<file path="src/sv/sia_div_pipe.sv">
// Pipelined restoring divider on magnitudes, one quotient bit per stage.
// Depends on nothing; the stall enable freezes every stage together.
module sia_div_pipe #(
    parameter int DATA_WIDTH = 32
) (
    input  logic                  i_clk,
    input  logic                  i_en,
    input  logic [DATA_WIDTH-1:0] i_n,
    input  logic [DATA_WIDTH-1:0] i_d,
    output logic [DATA_WIDTH-1:0] o_q,
    output logic [DATA_WIDTH-1:0] o_r
);
    logic [DATA_WIDTH-1:0] r_rem [DATA_WIDTH+1];
    logic [DATA_WIDTH-1:0] r_num [DATA_WIDTH+1];
    logic [DATA_WIDTH-1:0] r_den [DATA_WIDTH+1];
    logic [DATA_WIDTH:0]   w_shift [DATA_WIDTH];
    logic [DATA_WIDTH:0]   w_diff  [DATA_WIDTH];

    always_comb begin
        for (int s = 0; s < DATA_WIDTH; s++) begin
            w_shift[s] = {r_rem[s], r_num[s][DATA_WIDTH-1]};
            w_diff[s]  = w_shift[s] - {1'b0, r_den[s]};
        end
    end

    always_ff @(posedge i_clk) begin
        if (i_en) begin
            r_rem[0] <= '0;
            r_num[0] <= i_n;
            r_den[0] <= i_d;
            for (int s = 0; s < DATA_WIDTH; s++) begin
                r_den[s+1] <= r_den[s];
                if (!w_diff[s][DATA_WIDTH]) begin
                    r_rem[s+1] <= w_diff[s][DATA_WIDTH-1:0];
                    r_num[s+1] <= {r_num[s][DATA_WIDTH-2:0], 1'b1};
                end else begin
                    r_rem[s+1] <= w_shift[s][DATA_WIDTH-1:0];
                    r_num[s+1] <= {r_num[s][DATA_WIDTH-2:0], 1'b0};
                end
            end
        end
    end

    // After the last stage the dividend register holds the quotient bits.
    assign o_q = r_num[DATA_WIDTH];
    assign o_r = r_rem[DATA_WIDTH];
endmodule

</file>
<file path="config.mk">
export PLATFORM = sky130hd
export DESIGN_NAME = sia_div_pipe
export DESIGN_NICKNAME = d
export VERILOG_FILES = /design/src/sv/sia_div_pipe.sv
export SDC_FILE = /design/constraint.sdc
export NUM_CORES = 2
export LEC_CHECK = 0
export BUFFER_PORTS_ARGS = -buffer_cell sky130_fd_sc_hd__buf_2
export CAP_MARGIN = 10
export CELL_PAD_IN_SITES_DETAIL_PLACEMENT = 1
export CELL_PAD_IN_SITES_GLOBAL_PLACEMENT = 1
export CORE_MARGIN = 2
export CORE_UTILIZATION = 30
export DETAILED_ROUTE_END_ITERATION = 8
export GPL_ROUTABILITY_DRIVEN = 0
export PLACE_DENSITY_LB_ADDON = 0.1
export SLEW_MARGIN = 20
export SYNTH_ARGS = -nofsm -noshare
export SYNTH_HDL_FRONTEND = slang
export SYNTH_SLANG_ARGS = --single-unit
</file>
<file path="constraint.sdc">
create_clock -name i_clk -period 8.75 [get_ports i_clk]
set_input_delay 1.3125 -clock i_clk [delete_from_list [all_inputs] [get_ports i_clk]]
set_output_delay 1.3125 -clock i_clk [all_outputs]
set_load 0.03 [all_outputs]
</file>
Yosys cells after proc, flatten, opt, wreduce, memory -nomap -nowiden
Memory sizes are Yosys's and may differ from the RTL's.
Index checks and enable logic that the tools add are counted.
Word-level totals
  register bits: 0
  RAM bits: 3168
  memories: 3
  output and inout bits: 64
  logic and storage cells: 357
  input port bits: 66
Memory list
  r_den: words 33, bits a word 32, rd ports 32, clocked after Yosys merged registers in 0, wr ports 33, line 15  | logic [DATA_WIDTH-1:0] r_den [DATA_WIDTH+1];
  r_num: words 33, bits a word 32, rd ports 33, clocked after Yosys merged registers in 0, wr ports 33, line 14  | logic [DATA_WIDTH-1:0] r_num [DATA_WIDTH+1];
  r_rem: words 33, bits a word 32, rd ports 33, clocked after Yosys merged registers in 0, wr ports 33, line 13  | logic [DATA_WIDTH-1:0] r_rem [DATA_WIDTH+1];
Operators by class
  bitwise logic cells: 64
  multiplexer cells: 258
  add/subtract/negate cells: 32
Operators by type and width (count)
  32-bit two-way mux: 64
  33-bit by 32-bit subtractor with 33-bit output: 32
  1-bit two-way mux: 194
  1-bit bitwise OR: 64

Logic depth before layout (Yosys ltp)
  depth in word-level cells: 5
  gate-level depth with buffers: 18
  gate-level depth less buffers: 16

Worst setup path before layout
OpenSTA, ideal clock, no wires.
  kind: in2reg
  start: input port i_en
  end: memory r_num[1][0], enable pin
  data required time: 8.306 ns
  path slack: 4.123 ns
  setup time: 0.444 ns
  buffers on the path: 5
  arrival time: 4.183 ns
  stages on the path: 5
  path through: clkbuf_1 > clkbuf_1 > clkbuf_1 > clkbuf_1 > clkbuf_1
RTL lines
  start: declaration: line 7  | input logic i_en,
  end: declaration: line 14

==> flow_summary_export.csv <==
group,metric,value,unit
floorplan,ioPinCount,130,
timing,tns,0,ns
layout,ff_latch_area,93200,µm²
synth,synth.net_count,13900,
clock_network,root_buffer,"clkbuf_16",
layout,drive_above_1_share,8.57,%
global_routing,antenna_found_initial,32,
clock_network,post-cts-setup-buffers,0,
status,status,"complete, no violations",
worst_setup_path,cp.required,9.42,ns
placement,placedCellCount,19700,
layout,fillers,55300,
synth,ys_types,88,
floorplan,start_util,30.2,%
synth,avgSynthCellArea,12.2,µm²
drt,wirelength,401000,µm
drt,via_per_inst,4.85,
clock_network,cts.sinks,3104,
drt,post-route-drc-count,0,
placement,hpwl,301000,µm
global_routing,grt_max_degree,208,
clock_network,clock_path_buffers,4,
floorplan,row_count,264,
floorplan,fp.dieW,725,µm
synth,yosysMostFrequentCell,"edfxtp_1",
worst_setup_path,arrival,6.25,ns
global_routing,grt_overflow,0,
drt,wl_per_cell,19.7,µm
worst_setup_path,end_kind,"flip-flop",
placement,pre_cts_ws,3.25,ns
floorplan,die_y,725,µm
worst_setup_path,worstPathCellList,"inv_1, ha_1, inv_1, fa_1, a211o_1, a2111oi_0, o211ai_1, a31oi_1, or4b_1, a31oi_1, a311oi_1, xnor2_1, nor2_4, buf_4, inv_1, mux2_2",
clock_network,insertion_delay,0.97,ns
worst_setup_path,critPathKind,"flip-flop to flip-flop",
floorplan,die_area,526000,µm²
drt,drt_iter0_drc,4899,
synth,synth_top_area_cell,"edfxtp_1",
drt,dr.pass1.iters,6,
timing,post-route-min-period,5.58,ns
synth,synth-seq-cells,3104,
timing,max_freq,179,MHz
layout,syn2layout_area_growth,13.8,%
worst_setup_path,critPathMaxStageDelay,0.78,ns
timing,setup_slack,3.17,ns
clock_network,holdBufCountCts,0,
synth,synthArstFlopShare,0,%
worst_setup_path,path_common_cell,"inv_1",
timing,rsz0062_at_grt,"no",
floorplan,core,518000,µm²
timing,setup_viol,0,
synth,synthFlopType,"edfxtp_1",
worst_setup_path,cpLargestDelayFamily,"compound AO/OA/AOI/OAI gates",
pwr,leakage,0.0695,µW
timing,fin_worst_skew,0.0884,ns
clock_network,cts.clk_slew.worst_paths,0.06,ns
timing,slew_viol_final,0,
worst_setup_path,cp-start-kind,"flip-flop",
global_routing,grtUsageTotal,14.8,%
global_routing,grt_pass1_wl,618000,µm
synth,syn_inst,12800,
min_path,hold_path_class,"flip-flop to flip-flop",
layout,stdcell_count,20300,
placement,io_buffers,129,
timing,max_slew_margin,27.1,%
layout,multi_input_comb_area,57400,µm²
timing,worst_pin_slew,1.09,ns
synth,yosysSeqAreaShare,59.7,%
worst_setup_path,critPathBufInv,4,
synth,synthTopCellsByArea,"edfxtp_1 (60%), ha_1 (8.0%), a21oi_1 (3.2%)",
clock_network,htree_levels,5,
layout,nets,14200,
synth,synth_top_area_share,59.7,%
global_routing,grt_pass1_vias,108000,
drt,via_count,98700,
clock_network,cts_buffers,376,
job,drv_cap,0,
synth,synth_edf_count,3103,
drt,ant_nets,0,
timing,report.final.hold_viol_count,0,
timing,holdWs,0.358,ns
synth,ys_warn_count,0,
synth,netlist_top_cells_count,"edfxtp_1 (3103), inv_1 (1225), ha_1 (994)",
pwr,powerDensity,372,nW/µm²
worst_setup_path,cp_max_fo,32,
worst_setup_path,crit_slowest_cell,"a2111oi_0",
clock_network,cts_tree,"yes",
synth,syn_area,156000,µm²
pwr,total_power,66200,µW
clock_network,post_cts_resized,0,
timing,period_share,63.8,%
pwr,irDropWorstVdd,0.181,mV
-- where the power goes --
group	total (µW)	internal, µW	switching, µW
registers	23600	21300	2250
clock network	15700	9150	6500
logic	27000	11100	15800
-- cells in the final DEF, fill, tap and decap left out, drive strengths merged, types with 26 or more instances in the layout --
master,netlist,layout
o21a,128,128
nand4,97,97
edfxtp,3103,3103
fa,31,31
or2,32,32
bufinv,0,41
a21oi,993,993
a221oi,33,33
mux2,296,296
nand2b,150,150
and2,88,88
ha,994,994
o31ai,85,85
a211o,31,31
o21bai,121,121
or3,45,45
nor2b,118,118
a31oi,99,99
nor2,645,645
nor3,126,126
a21o,507,507
inv,1226,1241
nand3,169,169
o21ai,949,949
xnor2,463,463
mux2i,26,26
buf,42,221
and3,98,98
o211ai,46,46
a211oi,79,79
xor2,408,408
clkinv,0,161
clkbuf,270,438
nand2,949,949
-- worst paths after layout --
path | startpoint | end | slack, ns | cells after the start
worst max-delay path | r_num[2][31] | r_rem[3][14] | 3.17 | 16
worst min-delay path | r_num[7][1] | r_num[8][2] | 0.36 | 0
worst max register to register | r_num[2][31] | r_rem[3][14] | 3.17 | 16
worst min register to register | r_num[7][1] | r_num[8][2] | 0.36 | 0
-- cells by family (layout without fill, tap and decap cells) --
| kind of cell | Yosys count | count (layout) | share of synthesized area (%) |
|---|---|---|---|
| AND/OR/NAND/NOR | 2611 | 2611 | 7.76 |
| buffers and inverters | 1538 | 2123 | 3.74 |
| XOR/XNOR | 871 | 871 | 4.89 |
| AO/OA/AOI/OAI | 3356 | 3356 | 13.3 |
| adder cells (fa/ha/maj) | 1025 | 1025 | 8.36 |
| flip-flops | 3104 | 3104 | 59.7 |
| other | 0 | 7 | 0 |
| multiplexers | 322 | 322 | 2.30 |
-- flip-flops by register name, summed over array words and instances (netlist names) --
| name | flops |
|---|---|
| r_rem | 1024 |
| r_num | 1056 |
| r_den | 1024 |
-- layout make-up --
cell class,count,share of cell area (%)
multi-input combinational,8185,32.3
timing repair buffer,221,0.884
clock buffer,438,5.44
tap,6916,4.87
sequential,3104,52.4
antenna,7,0.00986
inverter,1226,2.59
clock inverter,238,1.48
-- routing by layer --
metal	vias up	GRT usage (%)	routed length [µm]
met2	1373	28.1	210000
li1	47700	-	-
met1	48700	16.2	159000
met4	8	7.04	20900
met3	863	1.75	11900
met5	-	0	48
-- metrics by stage --
stage               util [%]  cell area, µm²
floorplan                  -          156000
global placement        31.9          165000
detailed placement      31.9          165000
CTS                     34.3          178000
global route            34.3          178000
finish                  34.3          178000
Power figures use the tool's default switching activity.
