$ cat config.mk
export PLATFORM = sky130hd
export DESIGN_NAME = sia_mul_pipe
export DESIGN_NICKNAME = d
export VERILOG_FILES = /design/src/sv/sia_mul_pipe.sv
export SDC_FILE = /design/constraint.sdc
export NUM_CORES = 1
export LEC_CHECK = 0
export BUFFER_PORTS_ARGS = -buffer_cell sky130_fd_sc_hd__buf_2
export CAP_MARGIN = 30
export CELL_PAD_IN_SITES_DETAIL_PLACEMENT = 0
export CELL_PAD_IN_SITES_GLOBAL_PLACEMENT = 1
export CORE_ASPECT_RATIO = 1.1
export CORE_MARGIN = 2
export CORE_UTILIZATION = 40
export DETAILED_ROUTE_END_ITERATION = 8
export PLACE_DENSITY_LB_ADDON = 0.1
export SYNTH_ARGS = -nofsm -noshare
export SYNTH_HDL_FRONTEND = slang
export SYNTH_SLANG_ARGS = --single-unit
$ cat constraint.sdc
create_clock -name i_clk -period 9.66 [get_ports i_clk]
set_input_delay 1.932 -clock i_clk [delete_from_list [all_inputs] [get_ports i_clk]]
set_output_delay 1.932 -clock i_clk [all_outputs]
set_load 0.02 [all_outputs]
$ cat src/sv/sia_mul_pipe.sv
// Pipelined low-half multiplier built from three half-width partial products.
// Depends on nothing; the depth is matched to the divider by the top level.
module sia_mul_pipe #(
    parameter int DATA_WIDTH = 32
) (
    input  logic                  i_clk,
    input  logic                  i_en,
    input  logic [DATA_WIDTH-1:0] i_a,
    input  logic [DATA_WIDTH-1:0] i_b,
    output logic [DATA_WIDTH-1:0] o_p
);
    localparam int H = DATA_WIDTH / 2;
    localparam int L = DATA_WIDTH - H;

    logic [DATA_WIDTH-1:0] r_lo;
    logic [DATA_WIDTH-1:0] r_cross;
    logic [DATA_WIDTH-1:0] r_p;

    // Only the low word is kept, so the high-by-high product is never needed.
    always_ff @(posedge i_clk) begin
        if (i_en) begin
            r_lo    <= DATA_WIDTH'({{L{1'b0}}, i_a[L-1:0]} * {{L{1'b0}}, i_b[L-1:0]});
            r_cross <= (DATA_WIDTH'(i_a[DATA_WIDTH-1:L] * i_b[L-1:0])
                      + DATA_WIDTH'(i_b[DATA_WIDTH-1:L] * i_a[L-1:0])) << L;
            r_p     <= r_lo + r_cross;
        end
    end

    assign o_p = r_p;
endmodule

# Word-level counts from Yosys, hierarchy flattened
# Cells that the tools add are included.
# totals
regBits	80
input_bits	66
word_cells	8
# classes
add_sub_neg	2
mul	3
# op_table
op	count
32-bit adder	1
16-bit by 16-bit multiplier with 16-bit output	2
16-bit by 16-bit multiplier with 32-bit output	1
16-bit adder	1

# Longest topological paths before layout
# Gate-level depths: netlist of the first run.
# depth
ltp_word	2
ltp_mapped	25
depth_no_buf	23

# Worst setup path before layout of the first run
# OpenSTA, ideal clock, no wires.
# synth_timing
path_type	in2reg
startpoint	input i_b[2]
endpoint	register r_cross[31], data pin
setup_time_ps	258
t_arrival_ps	7802
slack_ps	1600
path_stages	23
path_buffers	2
cell_sequence	clkbuf_1 > clkbuf_1 > nand2_1 > fa_1 > inv_1 > fa_1 > inv_1 > fa_1 > inv_1 > fa_1 > inv_1 > fa_1 > fa_1 > inv_1 > fa_1 > fa_1 > xnor2_1 > xnor2_1 > xnor2_1 > xnor2_1 > xnor2_2 > xnor3_1 > xnor2_1
# synth_between
elab_chain_cells	2
# synth_rtl
item	line_no	rtl
start: declaration	9	input logic [DATA_WIDTH-1:0] i_b,
16-bit by 16-bit multiplier with 16-bit output	23	r_cross <= (DATA_WIDTH'(i_a[DATA_WIDTH-1:L] * i_b[L-1:0])
16-bit adder	24	+ DATA_WIDTH'(i_b[DATA_WIDTH-1:L] * i_a[L-1:0])) << L;
end signal: assignment	23	
end: declaration	16	logic [DATA_WIDTH-1:0] r_cross;
# No other way between the ends.
# A chain may end at the register's enable or synchronous reset.

# Final worst setup path of the first run
# layout_timing
startpoint	input i_b[3]
endpoint	register r_cross[31], data pin
# Same word-level chain as after synthesis.

==> results by group, run 1 <==
Run status
  – Status: complete, no violations

Clocking
  – Htree depth: 3
  – TritonCTS clock tree: done
  – Longest Clk Path Bufs: 2
  – Inserted Clock Buffers: 9
  – Post-CTS Setup Bufs: 0
  – # hold bufs at CTS: 0
  – Skew-Pair Late Insertion Delay: 0.35 ns
  – Clock Tree Root: clkbuf_16
  – Clock transition at path regs: 0.07 ns
  – Clk sinks: 80
  – CTS resizes: 0

Hold path
  – Hold Crit Class: reg -> reg

Critical path
  – CP peak stage delay: 0.53 ns
  – Worst setup endpoint: r_cross[31]$_DFFE_PP_
  – CP Cell Sequence: buf_2 > and2_1 > fa_1 > inv_1 > fa_1 > fa_1 > inv_1 > ha_1 > inv_1 > fa_1 > inv_1 > fa_1 > inv_1 > fa_1 > inv_1 > fa_1 > ha_1 > o21a_1 > o31a_1 > o211ai_1 > a21oi_1 > a2111oi_2 > a21oi_1 > xnor2_1
  – CP Data Arrival Time: 8.22 ns
  – WP data required: 9.77 ns
  – Worst setup SP type: input port
  – Slowest-stage cell, CP: fa_1
  – Maximum fanout along the worst path: 29
  – Worst setup path start: i_b[3]
  – Worst setup path class: in -> reg
  – Reg2Reg Depth: 10
  – RR Startpoint: r_lo[16]$_DFFE_PP_
  – Critical path endpoint category: flip-flop
  – Most frequent CP cell: fa_1
  – FF-to-FF setup slack: 6.95 ns
  – Worst r2r dst: o_p[30]$_DFFE_PP_

Cells and area
  – Final net count: 2,699
  – Fin area: 20,700 um2
  – Fraction of layout instances using a drive strength above 1: 5.71%
  – Area grow syn2layout: 6.78%
  – Non-Filler Instances: 2,694
  – Finished Core Util: 43.3%
  – Ant. Diodes: 0

Timing
  – Final Hold Fails: 0
  – Worst Tran Pin Value: 0.802 ns
  – RSZ-0062 raised after global routing: false
  – Fin crit period: 8.11 ns
  – Period utilization: 83.9%
  – Clock skew: 0.0102 ns
  – Setup violators final: 0
  – F_max: 123 MHz
  – Max-slew violations: 0
  – Slew margin rel.: 46.5%
  – Setup TNS Final: 0 ns

Global routing
  – Gr usage total: 21.3%
  – Vias in the first global route: 14,600
  – Largest net degree at the start of global routing: 81
  – Total congestion overflow: 0
  – Initial antenna violation count: 1
  – First-pass GRT wire length: 82,700 um

Floorplanning
  – Die Y-Extent: 235 um
  – Cell Rows: 84
  – Initial core utilization: 40.5%
  – Die Span X: 214 um
  – CORE AREA: 47,800 um2
  – I/O pins: 98
  – Die ar.: 50,200 um2

Synth
  – Seq cells post-synth: 80
  – Cell Area, Synth: 19,400 um2
  – Post-synth EDFFs: 80
  – Register area share after synthesis: 12.4%
  – Syn_nets: 2,672
  – Top-count cell post-synth: inv_1
  – Most used DFF post-synth: edfxtp_1
  – Number of library cell types mapped by synthesis: 49
  – Cells after Synth: 2,017
  – Yosys top cell area share: 39.1%
  – Ys async rst share: 0%
  – Largest area contributor in the netlist: fa_1
  – Mean Syn Cell Area: 9.61 um2
  – Syn. warnings: 0
  – Most frequent cells after synthesis: inv_1, fa_1, and2_1
  – Synth area leaders: fa_1, ha_1, edfxtp_1, and2_1, inv_1

Drt
  – Via count: 13,300
  – Drt first-iter violations: 590
  – Avg WL per Cell: 19.0 um
  – First-pass iteration count of the detailed router: 5
  – Vias/cell: 4.93
  – Post-Route WL: 51,300 um
  – Post-route DRC: 0
  – Routed Antenna Nets: 0

Placement
  – Placed cell count: 2,677
  – Dpl cell area: 20,400 um2
  – Post-DP HPWL: 40,500 um
  – Final Wtd Congestion: 0.823
  – Input/output buffers: 97

Job
  – Max Cap Viol: 0
metrics by stage:
step	setup WS, ns	hold WS [ns]
final	1.55	0.421
after detailed placement	1.17	0.407
after global routing	1.26	0.430
after floorplan	1.60	0.400
after CTS	1.54	0.422
after global placement	1.19	0.406
flip-flops by register name, summed over array words and instances (netlist names):
register and cells:
o_p 32, r_lo 32, r_cross 16
worst max-delay path, delay by kind of cell:
family / cells / cell delay [ns]
adder cells (fa/ha/maj): 9 / 3.86
AO/OA/AOI/OAI: 6 / 1.23
buffers and inverters: 7 / 0.80
AND/OR/NAND/NOR: 1 / 0.24
XOR/XNOR: 1 / 0.14
cells by family (layout without fill, tap and decap cells):
logic type	Yosys count	after routing	synth area share [%]
and+or+nand+nor	609	609	15.7
buffers and inverters	503	535	9.77
adders and majority gates	589	589	52.7
muxes	1	1	0.0516
xor gates and xnor gates	108	108	4.99
AOI/OAI and AO/OA	127	127	4.37
DFF	80	80	12.4
metal layers:
| layer | up-vias | track usage (%) | wire, um |
|---|---|---|---|
| met5 | - | 0 | 0 |
| met4 | 0 | 4.11 | 781 |
| met3 | 42 | 1.32 | 1510 |
| met2 | 237 | 36.8 | 25500 |
| met1 | 6890 | 29.6 | 23500 |
| li1 | 6119 | - | - |
how the worst min path moves through the flow:
stage	from	to	slack [ns]	depth (start not counted)
2_1_floorplan	r_lo[0]$_DFFE_PP_	o_p[0]$_DFFE_PP_	0.40	0
3_3_place_gp	r_lo[1]$_DFFE_PP_	o_p[1]$_DFFE_PP_	0.41	0
3_5_place_dp	r_lo[0]$_DFFE_PP_	o_p[0]$_DFFE_PP_	0.41	0
4_1_cts	r_lo[0]$_DFFE_PP_	o_p[0]$_DFFE_PP_	0.42	0
5_1_grt	r_lo[6]$_DFFE_PP_	o_p[6]$_DFFE_PP_	0.43	0
6_report	r_lo[0]$_DFFE_PP_	o_p[0]$_DFFE_PP_	0.42	0
layout by cell type (no fill, tap or decap), types with 10 or more instances in the layout:
| cell type | synthesis | layout |
|---|---|---|
| o21a_1 | 15 | 15 |
| inv_1 | 420 | 420 |
| ha_1 | 210 | 210 |
| a21o_1 | 15 | 15 |
| and2_1 | 273 | 273 |
| nand3_1 | 10 | 10 |
| fa_1 | 379 | 379 |
| buf_2 | 1 | 96 |
| nand2_1 | 272 | 272 |
| nor2_1 | 25 | 25 |
| xor2_1 | 22 | 22 |
| o21ai_0 | 15 | 15 |
| xnor2_1 | 84 | 84 |
| edfxtp_1 | 80 | 80 |
| a21oi_1 | 38 | 38 |
layout make-up:
class | count | area (um2)
inverter | 420 | 1580
timing repair buffer | 99 | 523
sequential | 80 | 2400
tap | 645 | 807
fill | 4760 | 27100
clock buffer | 9 | 225
clock inverter | 7 | 77.6
multi-input combinational | 1434 | 15100
Power of run 1 is not shown: default switching activity piles up to over one toggle a cycle in this logic, so the estimate is an artifact.
==> run 2: changes to the inputs <==
==> constraint.sdc (replaced) <==
create_clock -name i_clk -period 8 [get_ports i_clk]
set_input_delay 1.6 -clock i_clk [delete_from_list [all_inputs] [get_ports i_clk]]
set_output_delay 1.6 -clock i_clk [all_outputs]
set_load 0.02 [all_outputs]
==> results by group, run 2 (synthesis gave the netlist of run 1 again) <==
Run status
  – Status: complete, no violations

Clocking
  – TritonCTS clock tree: done
  – Longest Clk Path Bufs: 2
  – Post-CTS Setup Bufs: 0
  – Inserted Clock Buffers: 9
  – Clock Tree Root: clkbuf_16
  – CTS resizes: 0
  – # hold bufs at CTS: 0
  – Skew-Pair Late Insertion Delay: 0.35 ns
  – Clk sinks: 80
  – Htree depth: 3
  – Clock transition at path regs: 0.06 ns

Drt
  – Drt first-iter violations: 595
  – Routed Antenna Nets: 0
  – First-pass iteration count of the detailed router: 5
  – Via count: 13,500
  – Post-Route WL: 54,700 um
  – Post-route DRC: 0
  – Vias/cell: 4.92
  – Avg WL per Cell: 19.9 um

Cells and area
  – Final net count: 2,753
  – Fraction of layout instances using a drive strength above 1: 8.14%
  – Ant. Diodes: 0
  – Commonest non-fill, non-tap cell in the layout: inv_1
  – Area grow syn2layout: 9.33%
  – Most frequent cells in the layout: inv_1, fa_1, and2_1, nand2_1, ha_1

Critical path
  – Crit path depth: 22
  – Slowest-stage cell, CP: fa_1
  – Worst setup path class: in -> reg
  – Buffers & Inverters on Critical Path: 6
  – Critical path's top delay family: adder cells
  – Most frequent CP cell: fa_1
  – Maximum fanout along the worst path: 13
  – CP peak stage delay: 0.56 ns
  – CP Data Arrival Time: 7.59 ns
  – Critical path endpoint category: flip-flop
  – Reg2Reg Depth: 10
  – Worst setup SP type: input port
  – CP Cell Sequence: buf_2 > nand2_1 > fa_1 > inv_1 > fa_1 > inv_1 > fa_1 > inv_1 > fa_1 > inv_1 > fa_1 > fa_1 > inv_1 > fa_1 > fa_1 > xnor2_1 > xnor2_1 > xnor2_1 > xnor2_1 > xnor2_2 > xnor3_1 > xnor2_1
  – WP data required: 8.10 ns

Timing
  – F_max: 133 MHz
  – Setup violators final: 0
  – Slew margin rel.: 63.9%
  – Final Hold Fails: 0
  – Worst Tran Pin Value: 0.542 ns
  – Period utilization: 93.6%
  – Max-slew violations: 0
  – Fin crit period: 7.49 ns
  – RSZ-0062 raised after global routing: false
  – Setup TNS Final: 0 ns
  – Clock skew: 0.00683 ns

Global routing
  – Largest net degree at the start of global routing: 81
  – Initial antenna violation count: 4
  – Total congestion overflow: 0
  – First-pass GRT wire length: 86,500 um
  – Gr usage total: 22.6%
  – Vias in the first global route: 14,700

Placement
  – Input/output buffers: 97
  – Post-DP HPWL: 46,000 um
  – Final Wtd Congestion: 0.855

Hold path
  – Hold Crit Depth: 0
  – Hold Crit Class: reg -> reg

Floorplanning
  – Die Span X: 214 um
  – CORE AREA: 47,800 um2
  – I/O pins: 98
  – Die Y-Extent: 235 um
  – Die ar.: 50,200 um2
  – Initial core utilization: 40.5%
  – Cell Rows: 84

Job
  – Max Cap Viol: 0
run 2: cell types whose count changed in the layout (fill, tap and decap cells not counted):
| cell | previous run | this run |
|---|---|---|
| clkinv_1 | 1 | 0 |
| clkinv_4 | 0 | 2 |
| clkinvlp_4 | 2 | 0 |
| bufinv_16 | 1 | 3 |
| inv_8 | 1 | 0 |
| buf_12 | 0 | 4 |
| inv_6 | 2 | 1 |
| buf_4 | 2 | 52 |
run 2: layout make-up:
| type | count | area [um2] |
|---|---|---|
| Clock buffer | 9 | 225 |
| Clock inverter | 6 | 116 |
| Fill cell | 4683 | 26600 |
| Inverter | 420 | 1580 |
| Multi-Input combinational cell | 1434 | 15100 |
| Sequential cell | 80 | 2400 |
| Tap cell | 645 | 807 |
| Timing Repair Buffer | 153 | 978 |
run 2: layer usage:
layer  GRT usage [%]  vias up  part of all wire, %
met3            1.72       35                  3.2
met4            4.05        0                  1.3
met2            39.2      271                   49
li1                -     6230                    -
met1            31.3     6972                   46
met5               0        -                    0
run 2: final timing paths:
| check | from | end | slack [ns] |
|---|---|---|---|
| max | i_b[2] | r_cross[31]$_DFFE_PP_ | 0.51 |
| min | r_lo[0]$_DFFE_PP_ | o_p[0]$_DFFE_PP_ | 0.42 |
| max reg2reg | r_lo[16]$_DFFE_PP_ | o_p[30]$_DFFE_PP_ | 5.38 |
| min reg2reg | r_lo[0]$_DFFE_PP_ | o_p[0]$_DFFE_PP_ | 0.42 |
run 2: per-stage QoR:
step           instances  util, %  hold WS, ns  cell area [um2]  setup slack, ns
5_1_grt             2747     44.3        0.433            21200            0.246
4_1_cts             2746     44.3        0.420            21200            0.525
6_report            2747     44.3        0.418            21200            0.509
2_1_floorplan       2017        -        0.400            19400            0.272
3_5_place_dp        2731     43.6        0.406            20800            0.174
3_3_place_gp        2731     43.6        0.401            20800            0.179
Power of run 2 is left out for the same reason.
==> run 3: changes to the inputs <==
--- a/config.mk
+++ b/config.mk
@@ -5,12 +5,13 @@
 export SDC_FILE = /design/constraint.sdc
 export NUM_CORES = 1
 export LEC_CHECK = 0
+export ABC_AREA = 1
 export BUFFER_PORTS_ARGS = -buffer_cell sky130_fd_sc_hd__buf_2
 export CAP_MARGIN = 30
 export CELL_PAD_IN_SITES_DETAIL_PLACEMENT = 0
 export CELL_PAD_IN_SITES_GLOBAL_PLACEMENT = 1
 export CORE_ASPECT_RATIO = 1.1
-export CORE_MARGIN = 2
+export CORE_MARGIN = 5
 export CORE_UTILIZATION = 40
 export DETAILED_ROUTE_END_ITERATION = 8
 export PLACE_DENSITY_LB_ADDON = 0.1
==> results by group, run 3 <==
Synth
  – Seq cells post-synth: 80
  – Yosys top cell area share: 37.1%
  – Ys async rst share: 0%
  – Cell Area, Synth: 20,400 um2
  – Number of library cell types mapped by synthesis: 39
  – Most frequent cells after synthesis: inv_1, nand2_1, fa_1
  – Largest area contributor in the netlist: fa_1
  – Register area share after synthesis: 11.8%
  – Synth area leaders: fa_1, inv_1, nand2_1, ha_1, edfxtp_1
  – Post-synth EDFFs: 80
  – Top-count cell post-synth: inv_1
  – Cells after Synth: 2,543
  – Most used DFF post-synth: edfxtp_1
  – Syn_nets: 3,198
  – Mean Syn Cell Area: 8.04 um2
  – Syn. warnings: 0

Global routing
  – Grt met2 use: 35.8%
  – Vias in the first global route: 16,500
  – First-pass GRT wire length: 89,500 um
  – Initial antenna violation count: 1
  – Met3 Usage GRT: 1.51%
  – Gr usage total: 20.6%
  – GR peak layer: met2
  – M1 GR Usage: 27.6%
  – Largest net degree at the start of global routing: 74
  – Total congestion overflow: 0

Cells and area
  – Area grow syn2layout: 7.31%
  – Final net count: 3,246
  – # fillers: 5,270
  – Commonest non-fill, non-tap cell in the layout: inv_1
  – Fraction of layout instances using a drive strength above 1: 6.97%
  – Most frequent cells in the layout: inv_1, nand2_1, fa_1, ha_1, buf_2
  – Ant. Diodes: 0

Critical path
  – CP Data Arrival Time: 7.46 ns
  – Worst setup SP type: input port
  – Slowest-stage cell, CP: fa_1
  – Critical path endpoint category: flip-flop
  – Worst setup path class: in -> reg
  – WP data required: 8.09 ns
  – CP peak stage delay: 0.53 ns
  – Critical path's top delay family: adder cells
  – Worst setup path start: i_a[19]
  – Buffers & Inverters on Critical Path: 8
  – RR Startpoint: r_lo[19]$_DFFE_PP_
  – Maximum fanout along the worst path: 13

Drt
  – Post-Route WL: 55,100 um
  – Via count: 15,200
  – First-pass iteration count of the detailed router: 6
  – Avg WL per Cell: 16.9 um
  – Post-route DRC: 0
  – Routed Antenna Nets: 0
  – Drt first-iter violations: 572
  – Vias/cell: 4.67

Timing
  – Clock skew: 0.00779 ns
  – Slew margin rel.: 38.0%
  – Setup TNS Final: 0 ns
  – Fin crit period: 7.37 ns
  – Max-slew violations: 0
  – Worst Tran Pin Value: 0.930 ns
  – Setup violators final: 0
  – Period utilization: 92.1%
  – RSZ-0062 raised after global routing: false
  – F_max: 136 MHz
  – Final Hold Fails: 0

Clocking
  – TritonCTS clock tree: done
  – Clk sinks: 80
  – Longest Clk Path Bufs: 2
  – Skew-Pair Late Insertion Delay: 0.35 ns
  – CTS resizes: 0
  – Inserted Clock Buffers: 9
  – # hold bufs at CTS: 0
  – Clock transition at path regs: 0.06 ns
  – Clock Tree Root: clkbuf_16
  – Post-CTS Setup Bufs: 0
  – Htree depth: 3

Floorplanning
  – CORE AREA: 50,900 um2
  – Die Span X: 226 um
  – Die ar.: 55,700 um2
  – Die Y-Extent: 247 um
  – Initial core utilization: 40.1%
  – Cell Rows: 87
  – I/O pins: 98

Job
  – Max Cap Viol: 0

Run status
  – Status: complete, no violations

Placement
  – Final Wtd Congestion: 0.846
  – Post-DP HPWL: 47,000 um
  – Input/output buffers: 97

Hold path
  – Hold Crit Class: reg -> reg
  – Min-delay src: r_lo[7]$_DFFE_PP_
-- run 3: cell families (layout without fill, tap and decap cells) --
logic type,count (synthesis),after routing,synth area share [%]
DFF,80,80,11.8
and+or+nand+nor,831,831,16.1
xor gates and xnor gates,68,68,3.02
buffers and inverters,869,921,16.2
AOI/OAI and AO/OA,106,106,2.99
adders and majority gates,589,589,50.0
-- run 3: worst paths after layout --
check | endpoint | slack [ns] | cells after the start
worst max-delay path | r_cross[30]$_DFFE_PP_ | 0.63 | 25
worst min-delay path | o_p[7]$_DFFE_PP_ | 0.42 | 0
worst max register to register | o_p[28]$_DFFE_PP_ | 5.59 | 12
worst min register to register | o_p[7]$_DFFE_PP_ | 0.42 | 0
-- run 3: layout make-up --
class / instances / area [um2] / share of cell area [%]
flip-flops and latches: 80 / 2400 / 11.0
clock inverters: 5 / 57.6 / 0.262
clock buffers: 10 / 229 / 1.04
multi-input cells: 1594 / 14700 / 67.1
repair buffers: 140 / 811 / 3.70
inverters: 766 / 2880 / 13.1
well taps: 667 / 835 / 3.80
-- run 3: per-stage QoR --
stage	util (%)	area, um2	setup slack, ns	std cells	hold slack, ns
finish	43.1	21900	0.632	3262	0.417
global route	43.1	21900	0.297	3262	0.421
CTS	43.1	21900	0.656	3262	0.418
detailed placement	42.5	21700	0.286	3247	0.406
global placement	42.5	21700	0.382	3247	0.403
floorplan	-	20400	0.429	2543	0.400
-- run 3: routing by layer --
layer	share of wire, %	routed length (um)
met1	45	24500
met2	49	27100
met3	2.9	1610
met4	3.4	1890
met5	0.024	13
Power of run 3 is left out for the same reason.
